File: src/rtl/uhtf_pkg.sv
// Shared types and constants of the hit-test focus controller.
// No dependencies; every other file but the assertion macros header imports this package.
package uhtf_pkg;

  localparam int CMD_W      = 4;
  localparam int ID_W       = 8;
  localparam int COORD_W    = 16;
  localparam int DIM_W      = 15;
  localparam int SLOT_OUT_W = 5;

  // Encoding of "no slot" on the result fields.
  localparam logic [SLOT_OUT_W-1:0] SLOT_NONE = '1;

  typedef enum logic [CMD_W-1:0] {
    CMD_DEFINE      = 4'd0,
    CMD_ENABLE      = 4'd1,
    CMD_FOCUS       = 4'd2,
    CMD_PREVIOUS    = 4'd3,
    CMD_NEXT        = 4'd4,
    CMD_ACTIVATE    = 4'd5,
    CMD_MOVE        = 4'd6,
    CMD_DOWN        = 4'd7,
    CMD_UP          = 4'd8,
    CMD_TAKE        = 4'd9,
    CMD_CLEAR_DIRTY = 4'd10
  } cmd_t;

  typedef enum logic [2:0] {
    ST_IDLE,
    ST_SCAN,
    ST_DRAIN,
    ST_STEP,
    ST_COMMIT
  } state_t;

  // One slot rectangle as held in the bounds memory.
  typedef struct packed {
    logic signed [COORD_W-1:0] left;
    logic signed [COORD_W-1:0] top;
    logic [DIM_W-1:0]          w;
    logic [DIM_W-1:0]          h;
  } bounds_t;

endpackage

File: src/rtl/uhtf_if.sv
// Valid/ready channel interfaces for command items and result items.
// Depends on uhtf_pkg for field widths.
interface uhtf_in_if import uhtf_pkg::*; ();
  logic                      valid;
  logic                      ready;
  logic [CMD_W-1:0]          cmd;
  logic [ID_W-1:0]           slot_id;
  logic signed [COORD_W-1:0] coord_x;
  logic signed [COORD_W-1:0] coord_y;
  logic [DIM_W-1:0]          rect_width;
  logic [DIM_W-1:0]          rect_height;
  logic                      enable_flag;

  modport source (output valid, cmd, slot_id, coord_x, coord_y, rect_width, rect_height,
                  enable_flag, input ready);
  modport sink (input valid, cmd, slot_id, coord_x, coord_y, rect_width, rect_height,
                enable_flag, output ready);
endinterface

interface uhtf_out_if import uhtf_pkg::*; ();
  logic                         valid;
  logic                         ready;
  logic                         status;
  logic signed [SLOT_OUT_W-1:0] result_slot;
  logic                         taken;
  logic signed [SLOT_OUT_W-1:0] focused_slot;
  logic signed [SLOT_OUT_W-1:0] captured_slot;
  logic                         dragging;
  logic                         needs_frame;

  modport source (output valid, status, result_slot, taken, focused_slot, captured_slot,
                  dragging, needs_frame, input ready);
  modport sink (input valid, status, result_slot, taken, focused_slot, captured_slot,
                dragging, needs_frame, output ready);
endinterface

File: src/rtl/ui_hit_test_focus_controller.sv
// Pointer move/down/up: one bounds memory read and one containment test per slot, then
// a drain state before commit. Previous/next: one candidate slot per cycle until a usable
// slot is found or all are tried. All other commands go from idle straight to commit.
// A new item is accepted only in the idle state, the cycle after the result is registered,
// so no new item is taken before the last result is registered; a stalled result holds commit.
// Synchronous reset clears all slot marks, focus, capture, activation and flags.
module ui_hit_test_focus_controller import uhtf_pkg::*; #(
  parameter int NUM_SLOTS = 16
) (
  input logic       clk,
  input logic       rst,
  uhtf_in_if.sink   in_ch,
  uhtf_out_if.source out_ch
);

  localparam int IDX_W = $clog2(NUM_SLOTS);
  localparam logic [IDX_W-1:0] LAST_IDX = IDX_W'(NUM_SLOTS - 1);

  state_t state, state_next;

  // Latched command item.
  cmd_t                      cmd_q;
  logic [ID_W-1:0]           id_q;
  logic signed [COORD_W-1:0] x_q;
  logic signed [COORD_W-1:0] y_q;
  logic [DIM_W-1:0]          w_q;
  logic [DIM_W-1:0]          h_q;
  logic                      en_q;

  // Sequencer counter and focus-step candidate.
  logic [IDX_W-1:0] cnt;
  logic [IDX_W-1:0] cand;
  logic             found;
  logic [IDX_W-1:0] step_idx;

  // Slot marks and tracked indices.
  logic [NUM_SLOTS-1:0] init_bits, init_bits_next;
  logic [NUM_SLOTS-1:0] en_bits, en_bits_next;
  logic             focus_vld, focus_vld_next;
  logic [IDX_W-1:0] focus_idx, focus_idx_next;
  logic             cap_vld, cap_vld_next;
  logic [IDX_W-1:0] cap_idx, cap_idx_next;
  logic             act_vld, act_vld_next;
  logic [IDX_W-1:0] act_idx, act_idx_next;
  logic             drag, drag_next;
  logic             dirty, dirty_next;

  // Scan pipeline and hit result.
  logic             rd_pend;
  logic [IDX_W-1:0] rd_idx;
  logic             rd_use;
  logic             hit_vld;
  logic [IDX_W-1:0] hit_idx;
  logic             cmp_hit;
  bounds_t          rd_data;
  bounds_t          wr_data;
  logic             wr_en;

  // Output register.
  logic                  out_valid;
  logic                  res_status, res_status_next;
  logic [SLOT_OUT_W-1:0] res_slot, res_slot_next;
  logic                  res_taken, res_taken_next;
  logic [SLOT_OUT_W-1:0] res_focus, res_cap;
  logic                  res_drag, res_dirty;

  logic             in_acc;
  logic             commit;
  logic             id_ok;
  logic [IDX_W-1:0] id_idx;
  logic             dim_ok;

  assign in_ch.ready = (state == ST_IDLE);
  assign in_acc      = in_ch.valid && in_ch.ready;
  assign commit      = (state == ST_COMMIT) && (!out_valid || out_ch.ready);
  assign id_ok       = id_q < ID_W'(NUM_SLOTS);
  assign id_idx      = id_q[IDX_W-1:0];
  assign dim_ok      = (w_q != '0) && (h_q != '0);

  // Bounds storage and the shared containment test.
  assign wr_en   = commit && (cmd_q == CMD_DEFINE) && id_ok && dim_ok;
  assign wr_data = '{left: x_q, top: y_q, w: w_q, h: h_q};

  uhtf_bounds_mem #(.DEPTH(NUM_SLOTS), .AW(IDX_W)) u_mem (
    .clk     (clk),
    .wr_en   (wr_en),
    .wr_addr (id_idx),
    .wr_data (wr_data),
    .rd_addr (cnt),
    .rd_data (rd_data)
  );

  uhtf_hit_unit u_hit (
    .bounds (rd_data),
    .px     (x_q),
    .py     (y_q),
    .hit    (cmp_hit)
  );

  // Wrapping neighbor of the current focus-step candidate.
  always_comb begin
    if (cmd_q == CMD_NEXT) begin
      step_idx = (cand == LAST_IDX) ? '0 : cand + 1'b1;
    end else begin
      step_idx = (cand == '0) ? LAST_IDX : cand - 1'b1;
    end
  end

  // Sequencer next state.
  always_comb begin
    state_next = state;
    unique case (state)
      ST_IDLE: begin
        if (in_acc) begin
          case (cmd_t'(in_ch.cmd)) inside
            CMD_MOVE, CMD_DOWN, CMD_UP: state_next = ST_SCAN;
            CMD_PREVIOUS, CMD_NEXT:     state_next = ST_STEP;
            default:                    state_next = ST_COMMIT;
          endcase
        end
      end
      ST_SCAN: begin
        if (cnt == LAST_IDX) begin
          state_next = ST_DRAIN;
        end
      end
      ST_DRAIN: begin
        state_next = ST_COMMIT;
      end
      ST_STEP: begin
        if ((init_bits[step_idx] && en_bits[step_idx]) || cnt == LAST_IDX) begin
          state_next = ST_COMMIT;
        end
      end
      ST_COMMIT: begin
        if (commit) begin
          state_next = ST_IDLE;
        end
      end
      default: state_next = ST_IDLE;
    endcase
  end

  // Effect of the finished command on the slot state and the result.
  always_comb begin
    init_bits_next  = init_bits;
    en_bits_next    = en_bits;
    focus_vld_next  = focus_vld;
    focus_idx_next  = focus_idx;
    cap_vld_next    = cap_vld;
    cap_idx_next    = cap_idx;
    act_vld_next    = act_vld;
    act_idx_next    = act_idx;
    drag_next       = drag;
    dirty_next      = dirty;
    res_status_next = 1'b0;
    res_slot_next   = SLOT_NONE;
    res_taken_next  = 1'b0;
    case (cmd_q)
      CMD_DEFINE: begin
        if (!id_ok || !dim_ok) begin
          res_status_next = 1'b1;
        end else if (!init_bits[id_idx]) begin
          init_bits_next[id_idx] = 1'b1;
          en_bits_next[id_idx]   = 1'b1;
        end
      end
      CMD_ENABLE: begin
        if (!id_ok || !init_bits[id_idx]) begin
          res_status_next = 1'b1;
        end else if (en_bits[id_idx] != en_q) begin
          en_bits_next[id_idx] = en_q;
          dirty_next           = 1'b1;
          if (!en_q && focus_vld && focus_idx == id_idx) begin
            focus_vld_next = 1'b0;
          end
          if (!en_q && cap_vld && cap_idx == id_idx) begin
            cap_vld_next = 1'b0;
            drag_next    = 1'b0;
          end
        end
      end
      CMD_FOCUS: begin
        if (!id_ok || !init_bits[id_idx] || !en_bits[id_idx]) begin
          res_status_next = 1'b1;
        end else begin
          focus_vld_next = 1'b1;
          focus_idx_next = id_idx;
          dirty_next     = 1'b1;
        end
      end
      CMD_PREVIOUS, CMD_NEXT: begin
        dirty_next = 1'b1;
        if (found) begin
          focus_vld_next = 1'b1;
          focus_idx_next = cand;
        end
      end
      CMD_ACTIVATE: begin
        dirty_next    = 1'b1;
        act_vld_next  = focus_vld;
        act_idx_next  = focus_idx;
        res_slot_next = focus_vld ? SLOT_OUT_W'(focus_idx) : SLOT_NONE;
      end
      CMD_MOVE: begin
        dirty_next = 1'b1;
      end
      CMD_DOWN: begin
        dirty_next   = 1'b1;
        cap_vld_next = hit_vld;
        cap_idx_next = hit_idx;
        drag_next    = hit_vld;
        if (hit_vld) begin
          focus_vld_next = 1'b1;
          focus_idx_next = hit_idx;
        end
      end
      CMD_UP: begin
        dirty_next   = 1'b1;
        cap_vld_next = 1'b0;
        drag_next    = 1'b0;
        if (cap_vld && hit_vld && cap_idx == hit_idx) begin
          act_vld_next = 1'b1;
          act_idx_next = hit_idx;
        end
        res_slot_next = act_vld_next ? SLOT_OUT_W'(act_idx_next) : SLOT_NONE;
      end
      CMD_TAKE: begin
        if (!id_ok) begin
          res_status_next = 1'b1;
        end else if (act_vld && act_idx == id_idx) begin
          act_vld_next   = 1'b0;
          res_taken_next = 1'b1;
        end
      end
      CMD_CLEAR_DIRTY: begin
        dirty_next = 1'b0;
      end
      default: begin
        res_status_next = 1'b1;
      end
    endcase
  end

  // Sequencer state register.
  always_ff @(posedge clk) begin
    if (rst) begin
      state <= ST_IDLE;
    end else begin
      state <= state_next;
    end
  end

  // Item latch, counter and focus-step candidate.
  always_ff @(posedge clk) begin
    if (in_acc) begin
      cmd_q <= cmd_t'(in_ch.cmd);
      id_q  <= in_ch.slot_id;
      x_q   <= in_ch.coord_x;
      y_q   <= in_ch.coord_y;
      w_q   <= in_ch.rect_width;
      h_q   <= in_ch.rect_height;
      en_q  <= in_ch.enable_flag;
      cnt   <= '0;
      cand  <= focus_vld ? focus_idx : LAST_IDX;
      found <= 1'b0;
    end else if (state == ST_SCAN) begin
      cnt <= cnt + 1'b1;
    end else if (state == ST_STEP) begin
      cand <= step_idx;
      cnt  <= cnt + 1'b1;
      if (init_bits[step_idx] && en_bits[step_idx]) begin
        found <= 1'b1;
      end
    end
  end

  // Scan pipeline: one slot read per cycle, compared when its data returns.
  always_ff @(posedge clk) begin
    if (rst) begin
      rd_pend <= 1'b0;
      hit_vld <= 1'b0;
    end else begin
      rd_pend <= (state == ST_SCAN);
      if (in_acc) begin
        hit_vld <= 1'b0;
      end else if (rd_pend && rd_use && cmp_hit) begin
        hit_vld <= 1'b1;
      end
    end
  end

  always_ff @(posedge clk) begin
    rd_idx <= cnt;
    rd_use <= init_bits[cnt] && en_bits[cnt];
    if (rd_pend && rd_use && cmp_hit) begin
      hit_idx <= rd_idx;
    end
  end

  // Slot marks and tracked indices, updated when a command completes.
  always_ff @(posedge clk) begin
    if (rst) begin
      init_bits <= '0;
      en_bits   <= '0;
      focus_vld <= 1'b0;
      focus_idx <= '0;
      cap_vld   <= 1'b0;
      cap_idx   <= '0;
      act_vld   <= 1'b0;
      act_idx   <= '0;
      drag      <= 1'b0;
      dirty     <= 1'b0;
    end else if (commit) begin
      init_bits <= init_bits_next;
      en_bits   <= en_bits_next;
      focus_vld <= focus_vld_next;
      focus_idx <= focus_idx_next;
      cap_vld   <= cap_vld_next;
      cap_idx   <= cap_idx_next;
      act_vld   <= act_vld_next;
      act_idx   <= act_idx_next;
      drag      <= drag_next;
      dirty     <= dirty_next;
    end
  end

  // Output register holds the result item until the sink takes it.
  always_ff @(posedge clk) begin
    if (rst) begin
      out_valid <= 1'b0;
    end else if (commit) begin
      out_valid <= 1'b1;
    end else if (out_ch.ready) begin
      out_valid <= 1'b0;
    end
  end

  always_ff @(posedge clk) begin
    if (commit) begin
      res_status <= res_status_next;
      res_slot   <= res_slot_next;
      res_taken  <= res_taken_next;
      res_focus  <= focus_vld_next ? SLOT_OUT_W'(focus_idx_next) : SLOT_NONE;
      res_cap    <= cap_vld_next ? SLOT_OUT_W'(cap_idx_next) : SLOT_NONE;
      res_drag   <= drag_next;
      res_dirty  <= dirty_next;
    end
  end

  assign out_ch.valid         = out_valid;
  assign out_ch.status        = res_status;
  assign out_ch.result_slot   = res_slot;
  assign out_ch.taken         = res_taken;
  assign out_ch.focused_slot  = res_focus;
  assign out_ch.captured_slot = res_cap;
  assign out_ch.dragging      = res_drag;
  assign out_ch.needs_frame   = res_dirty;

endmodule

File: src/rtl/uhtf_bounds_mem.sv
// Slot bounds memory: one write port, one read port with registered read data.
// Depends on uhtf_pkg for the bounds_t entry type.
module uhtf_bounds_mem import uhtf_pkg::*; #(
  parameter int DEPTH = 16,
  parameter int AW    = 4
) (
  input  logic          clk,
  input  logic          wr_en,
  input  logic [AW-1:0] wr_addr,
  input  bounds_t       wr_data,
  input  logic [AW-1:0] rd_addr,
  output bounds_t       rd_data
);

  bounds_t mem [DEPTH];

  // Write port.
  always_ff @(posedge clk) begin
    if (wr_en) begin
      mem[wr_addr] <= wr_data;
    end
  end

  // Registered read port.
  always_ff @(posedge clk) begin
    rd_data <= mem[rd_addr];
  end

endmodule

File: src/rtl/uhtf_hit_unit.sv
// Shared rectangle containment test used once per scanned slot.
// Depends on uhtf_pkg for the bounds_t type.
module uhtf_hit_unit import uhtf_pkg::*; (
  input  bounds_t                   bounds,
  input  logic signed [COORD_W-1:0] px,
  input  logic signed [COORD_W-1:0] py,
  output logic                      hit
);

  logic signed [COORD_W:0] dx;
  logic signed [COORD_W:0] dy;

  // Offsets from the top-left corner; the point is inside when both are
  // non-negative and below the size.
  always_comb begin
    dx  = {px[COORD_W-1], px} - {bounds.left[COORD_W-1], bounds.left};
    dy  = {py[COORD_W-1], py} - {bounds.top[COORD_W-1], bounds.top};
    hit = !dx[COORD_W] && !dy[COORD_W] &&
          (dx[COORD_W-1:0] < COORD_W'(bounds.w)) &&
          (dy[COORD_W-1:0] < COORD_W'(bounds.h));
  end

endmodule

File: src/flat_wrapper.sv
// flat-port wrapper written by rule: the top's interface ports become plain ports
module ui_hit_test_focus_controller_flat import uhtf_pkg::*;
#(
  parameter int NUM_SLOTS = 16
)
  (clk, rst, in_ch_valid, in_ch_cmd, in_ch_slot_id, in_ch_coord_x, in_ch_coord_y, in_ch_rect_width, in_ch_rect_height, in_ch_enable_flag, in_ch_ready, out_ch_valid, out_ch_status, out_ch_result_slot, out_ch_taken, out_ch_focused_slot, out_ch_captured_slot, out_ch_dragging, out_ch_needs_frame, out_ch_ready);
  uhtf_in_if in_ch_i ();
  uhtf_out_if out_ch_i ();
  input logic clk;
  input logic rst;
  input wire logic [$bits(in_ch_i.valid)-1:0] in_ch_valid;
  input wire logic [$bits(in_ch_i.cmd)-1:0] in_ch_cmd;
  input wire logic [$bits(in_ch_i.slot_id)-1:0] in_ch_slot_id;
  input wire logic [$bits(in_ch_i.coord_x)-1:0] in_ch_coord_x;
  input wire logic [$bits(in_ch_i.coord_y)-1:0] in_ch_coord_y;
  input wire logic [$bits(in_ch_i.rect_width)-1:0] in_ch_rect_width;
  input wire logic [$bits(in_ch_i.rect_height)-1:0] in_ch_rect_height;
  input wire logic [$bits(in_ch_i.enable_flag)-1:0] in_ch_enable_flag;
  output wire logic [$bits(in_ch_i.ready)-1:0] in_ch_ready;
  output wire logic [$bits(out_ch_i.valid)-1:0] out_ch_valid;
  output wire logic [$bits(out_ch_i.status)-1:0] out_ch_status;
  output wire logic [$bits(out_ch_i.result_slot)-1:0] out_ch_result_slot;
  output wire logic [$bits(out_ch_i.taken)-1:0] out_ch_taken;
  output wire logic [$bits(out_ch_i.focused_slot)-1:0] out_ch_focused_slot;
  output wire logic [$bits(out_ch_i.captured_slot)-1:0] out_ch_captured_slot;
  output wire logic [$bits(out_ch_i.dragging)-1:0] out_ch_dragging;
  output wire logic [$bits(out_ch_i.needs_frame)-1:0] out_ch_needs_frame;
  input wire logic [$bits(out_ch_i.ready)-1:0] out_ch_ready;
  assign in_ch_i.valid = in_ch_valid;
  assign in_ch_i.cmd = in_ch_cmd;
  assign in_ch_i.slot_id = in_ch_slot_id;
  assign in_ch_i.coord_x = in_ch_coord_x;
  assign in_ch_i.coord_y = in_ch_coord_y;
  assign in_ch_i.rect_width = in_ch_rect_width;
  assign in_ch_i.rect_height = in_ch_rect_height;
  assign in_ch_i.enable_flag = in_ch_enable_flag;
  assign in_ch_ready = in_ch_i.ready;
  assign out_ch_valid = out_ch_i.valid;
  assign out_ch_status = out_ch_i.status;
  assign out_ch_result_slot = out_ch_i.result_slot;
  assign out_ch_taken = out_ch_i.taken;
  assign out_ch_focused_slot = out_ch_i.focused_slot;
  assign out_ch_captured_slot = out_ch_i.captured_slot;
  assign out_ch_dragging = out_ch_i.dragging;
  assign out_ch_needs_frame = out_ch_i.needs_frame;
  assign out_ch_i.ready = out_ch_ready;
  ui_hit_test_focus_controller #(.NUM_SLOTS(NUM_SLOTS)) u_core (.clk(clk), .rst(rst), .in_ch(in_ch_i), .out_ch(out_ch_i));
endmodule
File: config.mk
export PLATFORM = sky130hd
export DESIGN_NAME = ui_hit_test_focus_controller_flat
export DESIGN_NICKNAME = d
export VERILOG_FILES = /design/src/rtl/uhtf_pkg.sv /design/src/rtl/uhtf_if.sv /design/src/rtl/ui_hit_test_focus_controller.sv /design/src/rtl/uhtf_bounds_mem.sv /design/src/rtl/uhtf_hit_unit.sv /design/src/flat_wrapper.sv
export SDC_FILE = /design/constraint.sdc
export NUM_CORES = 1
export LEC_CHECK = 0
export ABC_AREA = 1
export BUFFER_PORTS_ARGS = -buffer_cell sky130_fd_sc_hd__buf_2
export CAP_MARGIN = 0
export CORE_UTILIZATION = 57
export DETAILED_ROUTE_END_ITERATION = 16
export PLACE_DENSITY = 0.72
export SETUP_SLACK_MARGIN = 0.02
export SLEW_MARGIN = 20
export SYNTH_ARGS = -nofsm -noshare
export SYNTH_HDL_FRONTEND = slang
export SYNTH_HIERARCHICAL = 1
export SYNTH_SLANG_ARGS = --single-unit
File: constraint.sdc
create_clock -name clk -period 4.45 [get_ports clk]
set_input_delay 0.89 -clock clk [delete_from_list [all_inputs] [get_ports clk]]
set_output_delay 0.89 -clock clk [all_outputs]
set_load 0.02 [all_outputs]
======== Yosys cells after proc, flatten, opt, wreduce, memory -nomap -nowiden ========
Memory sizes are Yosys's and may differ from the RTL's. A register that Yosys moved wholly into a read port is not among the register bits.
Cells that the tools add are included.
Widths: inputs -> output; s select.
storage, ports and cells
  flip-flop bits (word level) ............. 167
  memory bits (writable) .................. 992
  input port bits ......................... 79
  logic and storage cells ................. 232
  memories ................................ 1
memories
  memory            depth  width  rd ports  clocked after memory_dff  write ports  RTL line               RTL
  u_core.u_mem.mem  16     62     1         1                         1            uhtf_bounds_mem.sv:15  bounds_t mem [DEPTH];
operators by class
  $add $sub $neg .......................... 5
  order comparisons ....................... 7
  equal/unequal tests ..................... 37
  muxes and demuxes ....................... 82
  bitwise gates (word level) .............. 5
  reductions and logical operators ........ 59
operators by type and width
  kind                count
  $mux 16             4
  $mux 4              14
  $mux 1              35
  $sub 16x16->17      2
  $lt 16x15->1        2
  $or 16x16->16       2
  $pmux 16 s2         1
  $reduce_bool 15->1  2
  $eq 4x3->1 const B  7
  $bmux 1 s4          6
  $eq 4x4->1 const B  6
  $logic_and 1x1->1   21
  $mux 5              4
  $mux 3              6
  $bwmux 16           1
  $eq 4x4->1          4
  $lt 4x5->1 const B  3
  $pmux 3 s5          1
  $ne 2x1->1 const B  7
  $eq 4x2->1 const B  3
  $pmux 4 s3          1
  $reduce_and 4->1    3
  $pmux 5 s2          1
  $reduce_bool 2->1   5
  28 further kinds    54

======== Depth between registers and ports, before layout ========
  depth after elaboration ................. 9
  mapped depth ............................ 20
  mapped depth without buffers ............ 20

======== Modules after synthesis ========
Netlist, hierarchy kept.
modules (own cells, without submodules)
  module                        instances  cells each  area an instance (µm²)  sequential area each (µm²)
  uhtf_bounds_mem               1          4079        43569.3                 31029.8
  ui_hit_test_focus_controller  1          981         8164.1                  4364.2
  uhtf_hit_unit                 1          386         2358.5                  0.0

======== Worst setup path before layout ========
No wires, ideal clock.
  kind .................................... in2reg
  from .................................... input port out_ch_ready
  to ...................................... memory u_core/u_mem/mem[12][0] (netlist bit), enable pin
  arrival ................................. 4.226 ns
  path slack .............................. -0.258 ns
  cell stages on the path ................. 6
  path through ............................ nor2_1 inv_1 nand3_1 nor3_1 nand3_1 nor2_1
on the way
  word-level cells in the longest chain between the ends .. 7
RTL lines
  what                            RTL line                            RTL
  start, declared                 flat_wrapper.sv:28                  input wire logic [$bits(out_ch_i.ready)-1:0] out_ch_ready;
  $logic_or 1x1->1                ui_hit_test_focus_controller.sv:75  assign commit = (state == ST_COMMIT) && (!out_valid || out_ch.ready);
  $logic_and 1x1->1               ui_hit_test_focus_controller.sv:75
  $logic_and 1x1->1 (3 in a row)  ui_hit_test_focus_controller.sv:81  assign wr_en = commit && (cmd_q == CMD_DEFINE) && id_ok && dim_ok;
  named net u_core.wr_en          ui_hit_test_focus_controller.sv:57  logic wr_en;
  $mux 1                          uhtf_bounds_mem.sv:19               if (wr_en) begin
  $mux 1 (implied by the code)    uhtf_bounds_mem.sv:20               mem[wr_addr] <= wr_data;
  end, declared                   uhtf_bounds_mem.sv:15
The timed path passes the listed nets, and every way through them passes these cells.

======== Worst setup path in the final report ========
  from .................................... register u_core.y_q[0]
  to ...................................... register u_core.hit_idx[2], enable pin
on the way
  word-level cells in the longest chain between the ends .. 6
RTL lines
  what                                                                  RTL line                             RTL
  start, declared                                                       ui_hit_test_focus_controller.sv:25   logic signed [COORD_W-1:0] y_q;
  start signal, assigned                                                ui_hit_test_focus_controller.sv:260  y_q <= in_ch.coord_y;
  $sub 16x16->17 (*)                                                    uhtf_hit_unit.sv:17                  dy = {py[COORD_W-1], py} - {bounds.top[COORD_W-1], bounds.top};
  parallel branches: the longest is 3 deep, another holds $lt 16x15->1  -
  $logic_and 1x1->1 (*)                                                 uhtf_hit_unit.sv:19                  (dx[COORD_W-1:0] < COORD_W'(bounds.w)) &&
  named net u_core.cmp_hit                                              ui_hit_test_focus_controller.sv:54   logic cmp_hit;
  $logic_and 1x1->1 (*)                                                 ui_hit_test_focus_controller.sv:296  if (rd_pend && rd_use && cmp_hit) begin
  end signal, assigned                                                  ui_hit_test_focus_controller.sv:297  hit_idx <= rd_idx;
  end, declared                                                         ui_hit_test_focus_controller.sv:53   logic [IDX_W-1:0] hit_idx;
Mark *: on every way through the listed nets, which the timed path passes.
A chain may end at the register's enable or synchronous reset.

==> flow_metrics.py <==
metrics = {
    "run_status": {
        "status": "finished, final reports clean",
    },
    "sta": {
        "period_needed_ns": 4.10,
        "rsz0062_at_grt": "no",
        "setup_viol": 0,
        "timing.hold.ws_ns": 0.361,
        "slew_headroom_pct": 19.0,
        "fin_crit_sh_pct": 92.2,
        "worst_pin_slew_ns": 1.21,
        "fmax_ghz": 0.244,
        "final.setup.tns_ns": 0,
        "fin_ws_ns": 0.347,
        "drv_slew": 0,
        "skew_ns": 0.0253,
        "hold_viol_final": 0,
    },
    "synth": {
        "ys_seq_area_share_pct": 65.4,
        "synth_edf_count": 1094,
        "synthCells": 5446,
        "async_flop_share_pct": 0,
        "synthesis.area_um2": 54100,
        "ys.warnings.count": 6,
        "synth_cell_type_count": 49,
        "ys_seq_elements": 1221,
        "syn_nets": 5590,
        "synth_flop_cell": "edfxtp_1",
        "avgSynthCellArea_um2": 9.93,
    },
    "detailed_routing": {
        "wl_um": 132000,
        "wl_per_cell_um": 19.3,
        "antenna_left": 0,
        "vias": 37200,
        "drtIter0Drc": 4103,
        "viasPerCell": 5.41,
        "dr.pass1.iters": 6,
        "drc_errors": 0,
    },
    "cts": {
        "tritoncts": "done",
        "clockRootBuffer": "clkbuf_16",
        "cts_hold_buf": 0,
        "cts-resized-gates": 0,
        "cts_sinks": 1221,
        "cts-htree-levels": 3,
        "clock_path_buffers": 3,
        "cts_buffers": 120,
        "clk_latency_ns": 0.70,
        "path_clk_slew_ns": 0.06,
        "post_cts_buffers": 0,
    },
    "placement": {
        "port_buffers": 99,
        "place_hpwl_um": 72900,
        "finalWeightedCongestion": 0.901,
        "dp.cells": 6652,
        "pre_cts_slack_ns": 0.417,
    },
    "critical_path": {
        "worst_setup_path_end_kind": "flop",
        "cp_max_fo": 17,
        "max_stage_delay_ns": 0.63,
        "slowest_stage": "edfxtp_1",
        "cp.required_ns": 4.84,
        "criticalPathCategory": "reg2reg",
        "critical_path_arrival_ns": 4.50,
        "path_cells": "inv_1 > ha_1 > fa_1 > o21ai_2 > nand3_1 > nand2_2 > a31oi_1 > xnor2_1 > ha_1 > inv_1 > nor3_1 > a211oi_1 > nor2_1 > nor2_1 > nand2_1 > nor2_1 > nand3_1 > inv_1",
        "worst_setup_path_start_kind": "flop",
    },
    "grt": {
        "grt_max_degree": 200,
        "antenna_found_initial": 5,
        "grt_pass1_vias": 35300,
        "grt_overflow": 0,
        "globalRouteTotalUtil_pct": 27.6,
        "grt_pass1_wl_um": 200000,
    },
    "final_layout": {
        "drive_gt1_share_pct": 7.92,
        "fillers": 7231,
        "fin_cells": 6875,
        "syn2layout_area_growth_pct": 11.0,
        "num-nets-final": 5664,
        "final_core_util_pct": 64.1,
    },
    "floorplanning": {
        "die_h_um": 310,
        "ioPinCount": 100,
        "core_area_um2": 93600,
        "floorplan.rows": 112,
        "die_w_um": 310,
        "dieArea_um2": 96100,
        "initial_utilization_pct": 57.8,
    },
    "power": {
        "clkPwrFrac_pct": 32.8,
        "power_switching_uw": 9250,
        "pwr-share-comb_pct": 21.9,
        "p_int_uw": 21100,
        "seqPwrFrac_pct": 45.3,
        "p_leak_uw": 0.0254,
        "p_per_area_nw_per_um2": 506,
        "ir_worst_vdd_v": 0.000373,
        "swShare_pct": 30.5,
    },
    "worst_hold_path": {
        "min_path_type": "in2reg",
    },
    "job": {
        "drv_cap": 0,
    },
}
[path summary, 6_finish.rpt]
| check | startpoint | endpoint | slack (ns) | cells after the start |
|---|---|---|---|---|
| worst max-delay path | u_core/y_q[0] | u_core/hit_idx[2] | 0.35 | 18 |
| worst min-delay path | in_ch_rect_width[5] | u_core/w_q[5] | 0.36 | 1 |
| worst min register to register | u_core/rd_idx[0] | u_core/hit_idx[0] | 0.40 | 0 |
| worst max register to register | u_core/y_q[0] | u_core/hit_idx[2] | 0.35 | 18 |
[per-layer routing]
metal	up-vias	global-route usage [%]	share of wire, %
met5	-	0	0.066
met4	8	11.4	3.9
met3	324	4.52	8.4
met2	1570	45.3	48
met1	17500	36.6	40
li1	17800	-	-
[worst max-delay path: cells and delay by family, from the launching register on]
family,cells,cell delay [ns]
DFF,1,0.63
and+or+nand+nor,8,1.15
adders and majority gates,3,0.91
AOI/OAI and AO/OA,3,0.52
buffers and inverters,3,0.38
xor gates and xnor gates,1,0.18
[cell usage in the layout (no fill, tap or decap), types with 63 or more instances in the layout]
cell,n
ha_1,63
nand2_1,1635
a21oi_1,107
clkbuf_16,121
buf_2,99
nor2_1,95
dfxtp_1,123
edfxtp_1,1094
inv_1,988
nand3_1,835
[cell type report]
type	instances	area [um2]	share of cell area (%)
clock buffer	154	3220	5.37
tap	1254	1570	2.61
sequential	1221	35400	59.0
antenna	1	2.50	0.00417
timing repair buffer	186	1510	2.52
clock inverter	68	642	1.07
inverter	1003	3790	6.31
multi-input combinational	2988	13900	23.1
[power groups by stage]
stage          registers [uW]  logic (uW)  clock network (uW)
5_1_grt                 13800        7410               10500
2_1_floorplan           13800        4880                   0
3_5_place_dp            14000        6560                   0
4_1_cts                 13700        6610               10100
3_3_place_gp            14000        6410                   0
6_report                13800        6650                9950
[flip-flops by register name (all words and copies together) (netlist names), 3 cells and up]
name	count
u_core/state	3
u_core/x_q	16
u_core/init_bits	16
u_core/id_q	8
u_core/y_q	16
u_core/cap_idx	4
u_core/cmd_q	4
u_core/h_q	15
u_core/act_idx	4
u_core/w_q	15
u_core/en_bits	16
u_core/out_ch.focused_slot	5
u_core/focus_idx	4
u_core/out_ch.captured_slot	5
u_core/cnt	4
u_core/u_mem/rd_data	62
u_core/u_mem/mem	992
u_core/hit_idx	4
u_core/out_ch.result_slot	5
u_core/rd_idx	4
u_core/cand	4
[synthesized netlist by cell type (5+ instances only)]
cell,count,share of area (%)
nand2_1,1635,11
edfxtp_1,1094,61
inv_1,989,6.9
nand3_1,835,7.7
buf_2,140,1.3
dfxtp_1,127,4.7
nor2_1,112,0.78
a21oi_1,107,0.99
ha_1,63,1.5
clkbuf_1,50,0.35
o21ai_0,49,0.45
buf_4,23,0.32
xnor2_1,18,0.29
buf_1,17,0.12
nor3_1,16,0.15
inv_2,14,0.097
nand4_1,14,0.16
o21ai_1,14,0.13
xor2_1,14,0.23
a21oi_2,12,0.19
nand3b_1,10,0.14
nand4_2,10,0.23
a31oi_1,8,0.093
nand2_2,8,0.093
o22ai_1,7,0.081
o211ai_1,6,0.083
a221oi_1,5,0.081
o21bai_1,5,0.069
[cells by family after synthesis]
kind of cell	Yosys count	synth area share, %
flops	1221	65.4
xor+xnor	32	0.518
buf+inv	1237	9.14
compound gates	233	2.49
fa+ha+maj	65	1.53
simple gates	2658	20.9
[stage by stage]
step | area [um2] | power [uW]
detailed placement | 56200 | 20500
CTS | 60000 | 30400
finish | 60000 | 30400
global route | 60000 | 31700
floorplan | 54100 | 18700
global placement | 56200 | 20400
(Power assumes the default switching activity.)
